`src/sha1_pkg.sv`:
```
package sha1_pkg;

    localparam int unsigned WORD_W       = 32;
    localparam int unsigned BLOCK_WORDS  = 16;
    localparam int unsigned BLOCK_W      = WORD_W * BLOCK_WORDS;
    localparam int unsigned CHAIN_WORDS  = 5;
    localparam int unsigned DIGEST_W     = WORD_W * CHAIN_WORDS;
    localparam int unsigned DIGEST_BYTES = 20;
    localparam int unsigned ROUNDS       = 80;

    localparam logic KIND_DATA   = 1'b0;
    localparam logic KIND_FINISH = 1'b1;

    localparam logic [7:0] PAD_BYTE = 8'h80;

    localparam logic [5:0] POS_LEN  = 6'd56;
    localparam logic [5:0] POS_LAST = 6'd63;

    localparam logic [6:0] ROUND_LAST = 7'(ROUNDS - 1);
    localparam logic [4:0] OUT_LAST   = 5'(DIGEST_BYTES - 1);

    localparam logic [WORD_W-1:0] H_INIT [CHAIN_WORDS] = '{
        32'h67452301, 32'hefcdab89, 32'h98badcfe, 32'h10325476, 32'hc3d2e1f0
    };

    localparam logic [WORD_W-1:0] K_0 = 32'h5a827999;
    localparam logic [WORD_W-1:0] K_1 = 32'h6ed9eba1;
    localparam logic [WORD_W-1:0] K_2 = 32'h8f1bbcdc;
    localparam logic [WORD_W-1:0] K_3 = 32'hca62c1d6;

    typedef enum logic [2:0] {
        S_IDLE,
        S_LOAD,
        S_ROUND,
        S_FOLD,
        S_PAD,
        S_LEN,
        S_OUT
    } t_state;

    typedef struct packed {
        logic load;
        logic round;
        logic fold;
        logic restart;
    } t_core_ctl;

endpackage

```
`src/sha1_round_core.sv`:
```
module sha1_round_core
    import sha1_pkg::*;
(
    input  logic                i_clk,
    input  logic                i_rst_n,
    input  t_core_ctl           i_ctl,
    input  logic [6:0]          i_round,
    input  logic [BLOCK_W-1:0]  i_block,
    output logic [DIGEST_W-1:0] o_sum
);

    logic [WORD_W-1:0] r_w     [BLOCK_WORDS];
    logic [WORD_W-1:0] r_v     [CHAIN_WORDS];
    logic [WORD_W-1:0] r_chain [CHAIN_WORDS];

    logic [WORD_W-1:0] w_new;
    logic [WORD_W-1:0] f_val;
    logic [WORD_W-1:0] k_val;
    logic [WORD_W-1:0] tmp;
    logic [WORD_W-1:0] sum     [CHAIN_WORDS];

    always_comb begin
        w_new = r_w[13] ^ r_w[8] ^ r_w[2] ^ r_w[0];
        w_new = {w_new[WORD_W-2:0], w_new[WORD_W-1]};
        if (i_round < 7'd20) begin
            f_val = (r_v[1] & r_v[2]) ^ (~r_v[1] & r_v[3]);
            k_val = K_0;
        end else if (i_round < 7'd40) begin
            f_val = r_v[1] ^ r_v[2] ^ r_v[3];
            k_val = K_1;
        end else if (i_round < 7'd60) begin
            f_val = (r_v[1] & r_v[2]) ^ (r_v[1] & r_v[3]) ^ (r_v[2] & r_v[3]);
            k_val = K_2;
        end else begin
            f_val = r_v[1] ^ r_v[2] ^ r_v[3];
            k_val = K_3;
        end
        tmp = {r_v[0][WORD_W-6:0], r_v[0][WORD_W-1:WORD_W-5]}
            + f_val + r_v[4] + k_val + r_w[0];
    end

    always_comb begin
        for (int i = 0; i < CHAIN_WORDS; i++) begin
            sum[i] = r_chain[i] + r_v[i];
        end
        o_sum = {sum[0], sum[1], sum[2], sum[3], sum[4]};
    end

    always_ff @(posedge i_clk) begin
        if (i_ctl.load) begin
            for (int i = 0; i < BLOCK_WORDS; i++) begin
                r_w[i] <= i_block[BLOCK_W-1-WORD_W*i -: WORD_W];
            end
            for (int i = 0; i < CHAIN_WORDS; i++) begin
                r_v[i] <= r_chain[i];
            end
        end else if (i_ctl.round) begin
            for (int i = 0; i < BLOCK_WORDS - 1; i++) begin
                r_w[i] <= r_w[i+1];
            end
            r_w[BLOCK_WORDS-1] <= w_new;
            r_v[0] <= tmp;
            r_v[1] <= r_v[0];
            r_v[2] <= {r_v[1][1:0], r_v[1][WORD_W-1:2]};
            r_v[3] <= r_v[2];
            r_v[4] <= r_v[3];
        end
    end

    always_ff @(posedge i_clk) begin
        if (!i_rst_n) begin
            for (int i = 0; i < CHAIN_WORDS; i++) begin
                r_chain[i] <= H_INIT[i];
            end
        end else if (i_ctl.fold) begin
            for (int i = 0; i < CHAIN_WORDS; i++) begin
                r_chain[i] <= i_ctl.restart ? H_INIT[i] : sum[i];
            end
        end
    end

endmodule

```
`src/sha1_stream_hasher_unit.sv`:
```
// sha-1 over a byte stream: s_axis carries one message byte per item (tuser low) or a finish
// item (tuser high); data bytes are taken only while idle, and every 64th byte runs the
// block (one load, 80 rounds through the single shared round adder, one fold into the
// chaining words) with s_axis held off. a finish item pads one byte per cycle up to the
// 64-bit bit length, runs one or two more blocks, then sends 20 digest bytes on m_axis,
// most significant first, tlast on the last; the hasher then starts over for a new message.
module sha1_stream_hasher_unit
    import sha1_pkg::*;
(
    input  logic       i_clk,
    input  logic       i_rst_n,
    input  logic       s_axis_tvalid,
    output logic       s_axis_tready,
    input  logic [7:0] s_axis_tdata,   // [7:0] data_byte
    input  logic       s_axis_tuser,   // [0] kind
    output logic       m_axis_tvalid,
    input  logic       m_axis_tready,
    output logic [7:0] m_axis_tdata,   // [7:0] digest_byte
    output logic       m_axis_tlast
);

    t_state r_state, n_state;

    logic [BLOCK_W-1:0]  r_block, n_block;
    logic [5:0]          r_pos, n_pos;
    logic [63:0]         r_count, n_count;
    logic [63:0]         r_bits, n_bits;
    logic                r_fin, n_fin;
    logic                r_len_done, n_len_done;
    logic [6:0]          r_round, n_round;
    logic [DIGEST_W-1:0] r_digest, n_digest;
    logic [4:0]          r_out_cnt, n_out_cnt;

    t_core_ctl           core_ctl;
    logic [DIGEST_W-1:0] fold_sum;
    logic                s_accept;
    logic                m_accept;

    assign s_accept = s_axis_tvalid && s_axis_tready;
    assign m_accept = m_axis_tvalid && m_axis_tready;

    assign s_axis_tready = (r_state == S_IDLE);
    assign m_axis_tvalid = (r_state == S_OUT);
    assign m_axis_tdata  = r_digest[DIGEST_W-1 -: 8];
    assign m_axis_tlast  = (r_out_cnt == OUT_LAST);

    sha1_round_core u_core (
        .i_clk   (i_clk),
        .i_rst_n (i_rst_n),
        .i_ctl   (core_ctl),
        .i_round (r_round),
        .i_block (r_block),
        .o_sum   (fold_sum)
    );

    always_comb begin
        n_state = r_state;
        unique case (r_state)
            S_IDLE: begin
                if (s_accept) begin
                    if (r_pos == POS_LAST) begin
                        n_state = S_LOAD;
                    end else if (s_axis_tuser == KIND_FINISH) begin
                        n_state = S_PAD;
                    end
                end
            end
            S_LOAD: begin
                n_state = S_ROUND;
            end
            S_ROUND: begin
                if (r_round == ROUND_LAST) begin
                    n_state = S_FOLD;
                end
            end
            S_FOLD: begin
                if (!r_fin) begin
                    n_state = S_IDLE;
                end else if (r_len_done) begin
                    n_state = S_OUT;
                end else begin
                    n_state = S_PAD;
                end
            end
            S_PAD: begin
                if (r_pos == POS_LEN) begin
                    n_state = S_LEN;
                end else if (r_pos == POS_LAST) begin
                    n_state = S_LOAD;
                end
            end
            S_LEN: begin
                if (r_pos == POS_LAST) begin
                    n_state = S_LOAD;
                end
            end
            S_OUT: begin
                if (m_accept && m_axis_tlast) begin
                    n_state = S_IDLE;
                end
            end
            default: begin
                n_state = S_IDLE;
            end
        endcase
    end

    always_comb begin
        n_block    = r_block;
        n_pos      = r_pos;
        n_count    = r_count;
        n_bits     = r_bits;
        n_fin      = r_fin;
        n_len_done = r_len_done;
        n_round    = r_round;
        n_digest   = r_digest;
        n_out_cnt  = r_out_cnt;
        core_ctl   = '0;
        unique case (r_state)
            S_IDLE: begin
                if (s_accept) begin
                    n_pos = r_pos + 6'd1;
                    if (s_axis_tuser == KIND_FINISH) begin
                        n_block    = {r_block[BLOCK_W-9:0], PAD_BYTE};
                        n_bits     = {r_count[60:0], 3'b000};
                        n_count    = '0;
                        n_fin      = 1'b1;
                        n_len_done = 1'b0;
                    end else begin
                        n_block = {r_block[BLOCK_W-9:0], s_axis_tdata};
                        n_count = r_count + 64'd1;
                        n_fin   = 1'b0;
                    end
                end
            end
            S_LOAD: begin
                core_ctl.load = 1'b1;
                n_round       = '0;
            end
            S_ROUND: begin
                core_ctl.round = 1'b1;
                n_round        = r_round + 7'd1;
            end
            S_FOLD: begin
                core_ctl.fold = 1'b1;
                if (r_fin && r_len_done) begin
                    core_ctl.restart = 1'b1;
                    n_digest         = fold_sum;
                    n_out_cnt        = '0;
                    n_fin            = 1'b0;
                end
            end
            S_PAD: begin
                if (r_pos != POS_LEN) begin
                    n_block = {r_block[BLOCK_W-9:0], 8'h00};
                    n_pos   = r_pos + 6'd1;
                end
            end
            S_LEN: begin
                n_block = {r_block[BLOCK_W-9:0], r_bits[63:56]};
                n_bits  = {r_bits[55:0], 8'h00};
                n_pos   = r_pos + 6'd1;
                if (r_pos == POS_LAST) begin
                    n_len_done = 1'b1;
                end
            end
            S_OUT: begin
                if (m_accept) begin
                    n_digest  = {r_digest[DIGEST_W-9:0], 8'h00};
                    n_out_cnt = r_out_cnt + 5'd1;
                end
            end
            default: begin
                n_block = r_block;
            end
        endcase
    end

    always_ff @(posedge i_clk) begin
        if (!i_rst_n) begin
            r_state    <= S_IDLE;
            r_pos      <= '0;
            r_count    <= '0;
            r_fin      <= 1'b0;
            r_len_done <= 1'b0;
            r_round    <= '0;
            r_out_cnt  <= '0;
        end else begin
            r_state    <= n_state;
            r_pos      <= n_pos;
            r_count    <= n_count;
            r_fin      <= n_fin;
            r_len_done <= n_len_done;
            r_round    <= n_round;
            r_out_cnt  <= n_out_cnt;
        end
    end

    always_ff @(posedge i_clk) begin
        r_block  <= n_block;
        r_bits   <= n_bits;
        r_digest <= n_digest;
    end

endmodule
```
`config.mk`:
```
export PLATFORM = sky130hd
export DESIGN_NAME = sha1_stream_hasher_unit
export DESIGN_NICKNAME = d
export VERILOG_FILES = /design/src/sha1_pkg.sv /design/src/sha1_round_core.sv /design/src/sha1_stream_hasher_unit.sv
export SDC_FILE = /design/constraint.sdc
export NUM_CORES = 2
export LEC_CHECK = 0
export ABC_AREA = 1
export BUFFER_PORTS_ARGS = -buffer_cell sky130_fd_sc_hd__clkbuf_2
export CORE_MARGIN = 2
export CORE_UTILIZATION = 60
export CTS_CLUSTER_DIAMETER = 40
export DETAILED_ROUTE_END_ITERATION = 16
export PLACE_DENSITY = 0.72
export REMOVE_ABC_BUFFERS = 1
export SETUP_SLACK_MARGIN = 0.15
export SLEW_MARGIN = 15
export SYNTH_ARGS = -nofsm -noshare
export SYNTH_HDL_FRONTEND = slang
export SYNTH_SLANG_ARGS = --single-unit
```
`constraint.sdc`:
```
create_clock -name i_clk -period 50.9 [get_ports i_clk]
set_input_delay 7.635 -clock i_clk [delete_from_list [all_inputs] [get_ports i_clk]]
set_output_delay 7.635 -clock i_clk [all_outputs]
set_load 0.005 [all_outputs]
```
==> qor.csv <==
stage;metric;value;unit
layout;# fillers;10400;
floorplanning;area of the core;0.134;mm^2
clock_tree;CTS Buf Count;207;
power;Pwr per Cell Area;34.9;mW/mm^2
detailed_routing;drt drc;0;
grt;met2 Resource Use GR;51.1;%
floorplanning;Die H;371;um
timing;period utilization;21.9;%
synth;Synth area leaders;edfxtp_1, nand2_1, inv_1;
placed_design;post-DP HPWL;161000;um
detailed_routing;Routed Antenna Nets;0;
grt;grt ovf;0;
synth;post-synthesis simple-gate area fraction;21.3;%
clock_tree;number of setup buffers added after CTS;0;
synth;Post-Synth Adder-Cell Area;6.06;%
grt;met1 GRT Util;46.7;%
synth;sequential-to-total area share from yosys stat;60.2;%
timing;maximum clock frequency;89.6;MHz
synth;Netlist Area Pre-Place;0.0808;mm^2
timing;slack of the critical path;39.73;ns
clock_tree;Reg clk slew, reported paths;0.06;ns
synth;#FFs+latches synth;1649;
layout;most frequent cells in the layout;nand2_1, edfxtp_1, inv_1;
floorplanning;Initial Util;60.5;%
clock_tree;Clock Path Buffers;3;
grt;GRT met3 Usage;5.48;%
critical_path;critical-path cell with the highest stage delay;buf_4;
critical_path;WP data required;51.32;ns
layout;layout cells sized above 1;5.17;%
floorplanning;IO Pins;24;
detailed_routing;DR WL/cell;21.9;um
detailed_routing;DRT iter0 DRCs;6612;
run_status;status;finished, final reports clean;
clock_tree;Hold-fix buffers, CTS;0;
clock_tree;root buffer cell;clkbuf_16;
synth;mux contribution to synthesized area;0;%
detailed_routing;vias per inst;5.74;
critical_path;crit-path cells;clkbuf_2 > inv_1 > nand2_1 > nand2_1 > nor2_4 > buf_4 > buf_12 > buf_4 > buf_4;
clock_tree;Sink Count;1649;
layout;Layout Utilization;67.1;%
detailed_routing;Vias;59100;
floorplanning;Cell Rows;134;
floorplanning;DIE AREA;0.138;mm^2
grt;number of global-route vias before repair;56600;
detailed_routing;drt first pass iters;7;
layout;fin area;0.0896;mm^2
floorplanning;die width;371;um
placed_design;Area after DPL;0.0825;mm^2
grt;pin count of the biggest net entering global routing;225;
critical_path;crit path launch type;primary input;
synth;post-synthesis cell count;8321;
critical_path;WP data arrival;11.59;ns
placed_design;placer congestion estimate;1.01;
power;Leak;0.0357;uW
clock_tree;Post-CTS Resized;0;
critical_path;critical path type;primary input to flop;
timing;setup TNS;0;ns
timing;clock skew;0.0647;ns
timing;min Tclk post-route;11.17;ns
grt;Global Route Usage Sum;32.8;%
synth;Ys Warns;0;
synth;post-synth top area share;58.2;%
synth;Post-synth ARST share;0;%
timing;count of final hold-check violations;0;
power;total power;3130;uW
synth;Post-synth EDFFs;1565;
layout;Area Growth Syn to Fin;11.0;%
grt;first-pass GRT wire length;340000;um
layout;nets;8690;
layout;most common cell after layout, fill and taps aside;nand2_1;
min_path;HP Class;flop to flop;
synth;Post-synth top flop;edfxtp_1;
synth;synth unique cells;53;
power;peak supply drop;0.0358;mV
synth;Mapped Avg Cell Area;9.71;um^2
clock_tree;clk_lat worst skew;0.83;ns
synth;area leader, netlist;edfxtp_1;
synth;Synth Area in Compound Gates;5.43;%
critical_path;CP max stage delay;0.94;ns
clock_tree;htree depth;4;
critical_path;Max FO, Critical Path;169;
critical_path;most frequent CP cell;buf_4;
timing;Slew @ Worst Pin;1.21;ns
grt;initial antenna violation count;7;
synth;XOR/XNOR Fraction of Synth Area;1.96;%
grt;most used routing layer;met2;
critical_path;Crit. End Element;flop;
clock_tree;CTS tree;done;
timing;RSZ-0062 raised after global routing;no;
synth;main combinational cell family by area after synthesis;simple AND/OR/NAND/NOR gates;
timing;Final Max Tran Viols;0;
placed_design;Setup WS pre-CTS;38.87;ns
timing;Final setup viols;0;
placed_design;port buffer count;23;
timing;slew margin rel.;19.1;%
flow_run;Max Cap Viol;0;
detailed_routing;Routed Wire Length;226000;um
critical path: cells and delay by family:
family / cells / cell delay (ns)
buffers and inverters: 6 / 3.27
AND/OR/NAND/NOR: 3 / 0.39
registers in the layout, indices dropped and copies added, names as in the netlist:
signal,flops
u_core.r_w,512
r_pos,6
r_len_done,1
r_block,512
u_core.r_chain,160
r_round,7
r_fin,1
r_state,3
r_count,61
u_core.r_v,160
r_bits,61
r_out_cnt,5
r_digest,160
final cells by class:
class                   count  area (um^2)  area share (%)
flip-flops and latches   1649        48700            54.3
multi-input cells        5638        28100            31.4
clock buffers             239         5430            6.05
inverters                 792         2990            3.33
well taps                1768         2210            2.47
clock inverters           144         1700            1.89
repair buffers             68          490           0.547
diodes                      2         5.00         0.00558
synthesized netlist by cell type (all sizes together), types with 2 or more instances:
cell,number
a211oi,15
a21boi,6
a21o,3
a21oi,289
a221oi,18
a22oi,2
a31o,2
a31oi,17
a32o,7
and2,10
and3,6
buf,98
clkbuf,144
clkinv,2
dfxtp,84
edfxtp,1565
fa,117
ha,204
inv,790
nand2,3258
nand3,299
nand3b,22
nand4,100
nor2,511
nor3,92
nor4,17
o211a,2
o21a,17
o21ai,412
o21bai,15
o221ai,4
o22ai,2
or2,6
xnor2,165
xor2,16
layer usage:
layer / part of all wire [%] / vias up
met2: 46 / 2413
li1: - / 27700
met4: 3.9 / 10
met5: 0.029 / -
met1: 42 / 28500
met3: 8.2 / 408
path summary, 6_finish.rpt:
| check | from | endpoint | slack (ns) | cells past startpoint |
|---|---|---|---|---|
| max reg2reg | r_round[5]$_SDFFE_PN0P_ | u_core.r_v[0][31]$_DFFE_PP_ | 44.65 | 22 |
| min reg2reg | r_block[416]$_DFFE_PP_ | r_block[424]$_DFFE_PP_ | 0.43 | 0 |
| min | r_block[416]$_DFFE_PP_ | r_block[424]$_DFFE_PP_ | 0.43 | 0 |
| max | s_axis_tvalid | r_block[391]$_DFFE_PP_ | 39.73 | 9 |
power by group:
group	switching [uW]	internal, uW	leakage [uW]
clock	602	893	0.00340
sequential	25.0	1540	0.0145
combinational	56.9	18.9	0.0177
total	683	2450	0.0357
logic make-up (layout without fill, tap and decap cells):
kind of cell               after synthesis  after routing
and+or+nand+nor                       4322           4322
DFF                                   1649           1649
buffers and inverters                 1034           1243
AOI/OAI and AO/OA                      814            814
adders and majority gates              321            321
xor gates and xnor gates               181            181
other                                    0              2
stage by stage:
stage,instances,hold WS [ns]
after floorplan,8079,0.427
after global placement,9915,0.428
after detailed placement,9915,0.432
after CTS,10300,0.432
after global routing,10300,0.438
final,10300,0.431
No activity file was read; power rests on OpenSTA's default activity.
